--- src/rtl/core/vp3m_pkg.sv ---
// Shared types, constants and fixed-point helpers for the virtual point datapath.
package vp3m_pkg;

	typedef struct packed {
		logic signed [31:0] origin_x;
		logic signed [31:0] origin_y;
		logic signed [31:0] origin_z;
		logic signed [31:0] long_x;
		logic signed [31:0] long_y;
		logic signed [31:0] long_z;
		logic signed [31:0] plane_x;
		logic signed [31:0] plane_y;
		logic signed [31:0] plane_z;
	} in_item_t;

	typedef struct packed {
		logic signed [31:0] point_x;
		logic signed [31:0] point_y;
		logic signed [31:0] point_z;
		logic               degenerate;
	} out_item_t;

	typedef logic [2:0][31:0] v3_t;
	typedef logic [2:0][63:0] p3_t;

	typedef struct packed {
		v3_t         org;
		v3_t         ox;
		v3_t         oy;
		logic        neg;
		logic        degen;
		logic        ovf;
		logic [63:0] den;
		logic [95:0] rem;
		logic [31:0] q;
	} div_t;

	localparam logic [1:0] REG_WEIGHT_LONG   = 2'd0;
	localparam logic [1:0] REG_WEIGHT_PLANE  = 2'd1;
	localparam logic [1:0] REG_WEIGHT_NORMAL = 2'd2;

	localparam logic signed [71:0] S32_MAX = 72'sd2147483647;
	localparam logic signed [71:0] S32_MIN = -72'sd2147483648;

	function automatic logic [31:0] sat32(input logic signed [71:0] v);
		logic [31:0] r;
		if (v > S32_MAX) begin
			r = 32'h7fff_ffff;
		end else if (v < S32_MIN) begin
			r = 32'h8000_0000;
		end else begin
			r = v[31:0];
		end
		return r;
	endfunction

	// floor(p / 2^16), saturated
	function automatic logic [31:0] qsat(input logic signed [63:0] p);
		logic signed [71:0] w;
		w = 72'(p);
		return sat32(w >>> 16);
	endfunction

endpackage

--- src/rtl/core/vp3m_div_step.sv ---
// One restoring division step of the projection ratio, registered.
module vp3m_div_step import vp3m_pkg::*; #(
	parameter int BIT = 31
) (
	input  logic clk,
	input  logic en,
	input  div_t din,
	output div_t dout
);

	logic [95:0] sh;
	div_t        nxt;

	always_comb begin
		sh  = 96'(din.den) << BIT;
		nxt = din;
		if (!din.degen && !din.ovf && (din.rem >= sh)) begin
			nxt.rem    = din.rem - sh;
			nxt.q[BIT] = 1'b1;
		end
	end

	always_ff @(posedge clk) begin
		if (en) begin
			dout <= nxt;
		end
	end

endmodule

--- config.mk ---
export PLATFORM = sky130hd
export DESIGN_NAME = vp3m_div_step
export DESIGN_NICKNAME = d
export VERILOG_FILES = /design/src/rtl/core/vp3m_pkg.sv /design/src/rtl/core/vp3m_div_step.sv
export SDC_FILE = /design/constraint.sdc
export NUM_CORES = 1
export LEC_CHECK = 0
export ABC_CLOCK_PERIOD_IN_PS = 6980
export BUFFER_PORTS_ARGS = -buffer_cell sky130_fd_sc_hd__buf_4
export CORE_AREA = 2 2 375 377
export DETAILED_ROUTE_END_ITERATION = 8
export DIE_AREA = 0 0 377 379
export SLEW_MARGIN = 15
export SYNTH_ARGS = -nofsm -noshare
export SYNTH_HDL_FRONTEND = slang
export SYNTH_SLANG_ARGS = --single-unit
--- constraint.sdc ---
create_clock -name clk -period 6.98 [get_ports clk]
set_input_delay 0.698 -clock clk [delete_from_list [all_inputs] [get_ports clk]]
set_output_delay 0.698 -clock clk [all_outputs]
set_load 0.02 [all_outputs]
=== Yosys cells after proc, flatten, opt, wreduce, memory -nomap -nowiden ===
Cells that the tools add are included.

* Input bits: 485
* Bits in registers: 483
* Output and inout bits: 483

* Add/sub/neg operators: 1
* Reduce and logical (&&, ||, !) cells: 4
* $lt $le $gt $ge: 1
* Muxes and demuxes: 1

{| class="wikitable"
|+ Operators by type and width
! cell !! number
|-
| $mux W97 || 1
|-
| $ge A96 B95 Y1 || 1
|-
| $sub A96 B95 Y96 || 1
|-
| $logic_and A1 B1 Y1 || 2
|-
| $logic_not A1 Y1 || 2
|}

=== Longest topological paths before layout ===
* Depth in word-level cells: 4
* Mapped depth: 14

=== Worst setup path before layout ===
Ideal clock, no wire load.

* Kind: input-to-reg
* Start point: input din[63] (netlist name)
* End point: register dout[87] (netlist name) (data pin)
* Arrival: 3.325 ns
* Stages: 13
* Library setup time: 0.260 ns
* Setup slack: 3.395 ns
* Cell sequence: inv_1 ha_1 fa_1 nor2b_1 o2111ai_1 a31oi_1 a21oi_1 o21ai_0 nor2_1 o31ai_1 a31oi_1 xnor2_1 mux2_2

{| class="wikitable"
|+ RTL lines
! element !! line !! RTL
|-
| start, declared || vp3m_div_step.sv:7 || <nowiki>input div_t din,</nowiki>
|-
| end signal, assigned || vp3m_div_step.sv:25 || <nowiki>dout <= nxt;</nowiki>
|-
| end, declared || vp3m_div_step.sv:8 || <nowiki>output div_t dout</nowiki>
|}

==> results by group <==
Timing
  – Worst slew pin tran: 934 ps
  – RSZ-0062 raised after global routing: false
  – Worst slew margin: 37.8%
  – Final setup fails: 0
  – Final count of hold timing violations: 0
  – Sum Neg Setup Slack: 0 ps
  – F_max: 0.226 GHz
  – Min cycle time layout: 4430 ps
  – Pins Over Slew Limit: 0
  – Final Cycle Share: 63.4%

Setup path
  – Startpoint Class: primary input
  – Critical path's most frequent cell: buf_4
  – Crit Path Max Fanout: 22
  – CP max stage cell: o31a_2
  – Worst EP arrival: 4930 ps
  – Worst path bufs/invs: 2
  – WS Path Type: primary input to register
  – Required time of the critical path: 7490 ps
  – CP delay by family, top: simple AND/OR/NAND/NOR gates
  – Largest stage delay, worst path: 600 ps
  – Critical Path, Cell by Cell: buf_4 -> ha_1 -> nand2_1 -> or3_1 -> nor3_1 -> a41oi_1 -> a311oi_1 -> o31a_2 -> buf_4 -> or4b_1 -> nand3_1
  – CP Capture Type: register

Hold path
  – Sink of the worst hold path: dout[270]
  – Min-delay src: din[270]
  – Worst min path class: primary input to register
  – Hold path cells: 1

Synth
  – Predominant post-synthesis flop cell: edfxtp_1
  – Sequential share of the synthesized area: 73.0%
  – List of most frequent post-synthesis cells: edfxtp_1 (483), inv_1 (85), a21oi_1 (84)
  – Area leader, netlist: edfxtp_1
  – Cells after Synth: 1278
  – Netlist cell types: 74
  – Count leader, synth: edfxtp_1
  – Top cells by area, synth: edfxtp_1 (73%), ha_1 (4.0%), mux2_2 (2.9%)
  – Yosys reg bits: 483
  – Syn nets: 1828
  – Synthesis Warnings: 0
  – Top cell type's share of synthesized area: 73.0%
  – Post-synth ARST share: 0%
  – Mapped Area: 19900 um^2
  – Post-synth EDFFs: 483
  – Syn Area/Cell: 15.5 um^2

Global routing
  – Wire length of the first global-routing pass: 148000 um
  – Tot GR Track Use: 15.7%
  – Antenna violations before repair: 53
  – Met1 usage: 17.2%
  – GRT Residual Overflow: 0
  – Vias in the first global route: 15900
  – Met3 Use GR: 7.22%
  – GRT busiest layer: met2
  – Largest net degree at the start of global routing: 143
  – GR Layer Usage met2: 25.9%

Clocking
  – CTS sink count: 483
  – Worst-path clk slew: 60 ps
  – CTS Hold Bufs: 0
  – CTS tree: done
  – H-tree Lvls: 3
  – Post_cts resized: 0
  – Max clock buf depth: 3
  – Root buf cell: clkbuf_16
  – Post-CTS Setup Inserts: 0
  – Num CTS Buffers: 67

Final layout
  – Share of cells above drive strength 1: 49.7%
  – Area grow syn2layout: 58.6%
  – Largest register FFs: 483
  – Largest Register: dout
  – Final instance count without filler cells: 4152
  – Largest regs: dout (483)
  – Final Util: 22.7%
  – Nets: 2836

Drt
  – Iteration-0 DRC Markers: 1276
  – DR vias: 15900
  – Routed WL: 118000 um
  – First-pass DRT Iterations: 5
  – Routed Antenna Nets: 0
  – Routed len/inst: 28.3 um
  – DRC viols: 0
  – Vias per cell: 3.82

Die
  – Core Rows: 137
  – Die H: 379 um
  – Initial Utilization: 14.3%
  – Die Area: 143000 um^2
  – IO Pins: 968
  – Die span in x: 377 um
  – Core area: 139000 um^2

Placement
  – Dpl cells: 4024
  – RD Place Congestion: 0.870
  – Buffers added on ports: 967
  – HPWL after DPL: 98700 um

Pwr
  – Leakage: 12.9 nW
  – Pwr per Cell Area: 274 nW/um^2
  – Peak VDD IR: 0.000183 V

Status
  – Status: finished, final reports clean

Flow run
  – Number of max-cap violations: 0
[per-stage QoR]
stage	hold WS (ps)	total power, mW	area [um^2]	worst slack [ps]
2_1_floorplan	797	4.30	19900	3400
3_3_place_gp	876	5.31	29300	1650
3_5_place_dp	877	5.30	29300	1700
4_1_cts	130	8.81	31500	2440
5_1_grt	147	8.99	31500	2330
6_report	217	8.63	31500	2550
[placed cells by master (no fill, tap or decap), types with 6 or more instances in the layout]
| cell type | instances |
|---|---|
| clkbuf_1 | 9 |
| nor2b_1 | 6 |
| inv_1 | 85 |
| a21boi_0 | 6 |
| clkbuf_16 | 68 |
| o211ai_1 | 6 |
| clkinv_2 | 13 |
| a21oi_1 | 84 |
| nor3_1 | 14 |
| nand2b_1 | 6 |
| nand2_1 | 62 |
| nor2_1 | 69 |
| edfxtp_1 | 483 |
| mux2_2 | 52 |
| clkinv_1 | 6 |
| a21o_1 | 31 |
| inv_6 | 6 |
| nand3_1 | 13 |
| xnor2_1 | 34 |
| buf_4 | 971 |
| nand4_1 | 27 |
| ha_1 | 64 |
| o21ai_0 | 41 |
| nor4_1 | 10 |
| and3_1 | 6 |
| xor2_1 | 22 |
| o21bai_1 | 14 |
| a31oi_1 | 7 |
| or2_2 | 9 |
| diode_2 | 9 |
| o21a_1 | 12 |
[power by group]
part	switching [mW]	internal [mW]	leakage, nW	total, mW
clock network	1.48	1.93	1.04	3.41
registers	0.0884	3.47	4.73	3.56
logic	1.00	0.659	7.09	1.66
total	2.57	6.06	12.9	8.63
[logic make-up (layout without fill, tap and decap cells)]
logic type / after synthesis / in the layout / share of synthesized area [%]
flops: 483 / 483 / 73.0
compound gates: 253 / 253 / 8.68
simple gates: 245 / 245 / 6.15
buf+inv: 122 / 1180 / 2.53
fa+ha+maj: 65 / 65 / 4.13
xor+xnor: 56 / 56 / 2.47
mux: 54 / 54 / 3.05
other cells: 0 / 9 / 0
[per-layer routing]
metal  vias up  part of all wire [%]
met5         -                  0.18
met4        36                   4.7
met2       878                    48
met3       186                    11
li1       6923                     -
met1      7858                    36
[how the worst max path moves through the flow]
stage               cells past startpoint        end  slack [ps]      from
floorplan                              13   dout[87]        3400   din[63]
global route                           12  dout[119]        2330  din[169]
finish                                 11  dout[122]        2550  din[104]
detailed placement                     11  dout[122]        1700  din[128]
CTS                                    11  dout[122]        2440  din[128]
global placement                       11  dout[119]        1650  din[128]
[final cells by class]
class / count / area, um^2
inverters: 85 / 319
clock buffers: 77 / 1740
fillers: 14800 / 107000
diodes: 9 / 22.5
repair buffers: 976 / 7380
well taps: 1807 / 2260
flip-flops and latches: 483 / 14500
multi-input cells: 673 / 4870
clock inverters: 42 / 410
Power figures use the tool's default switching activity.
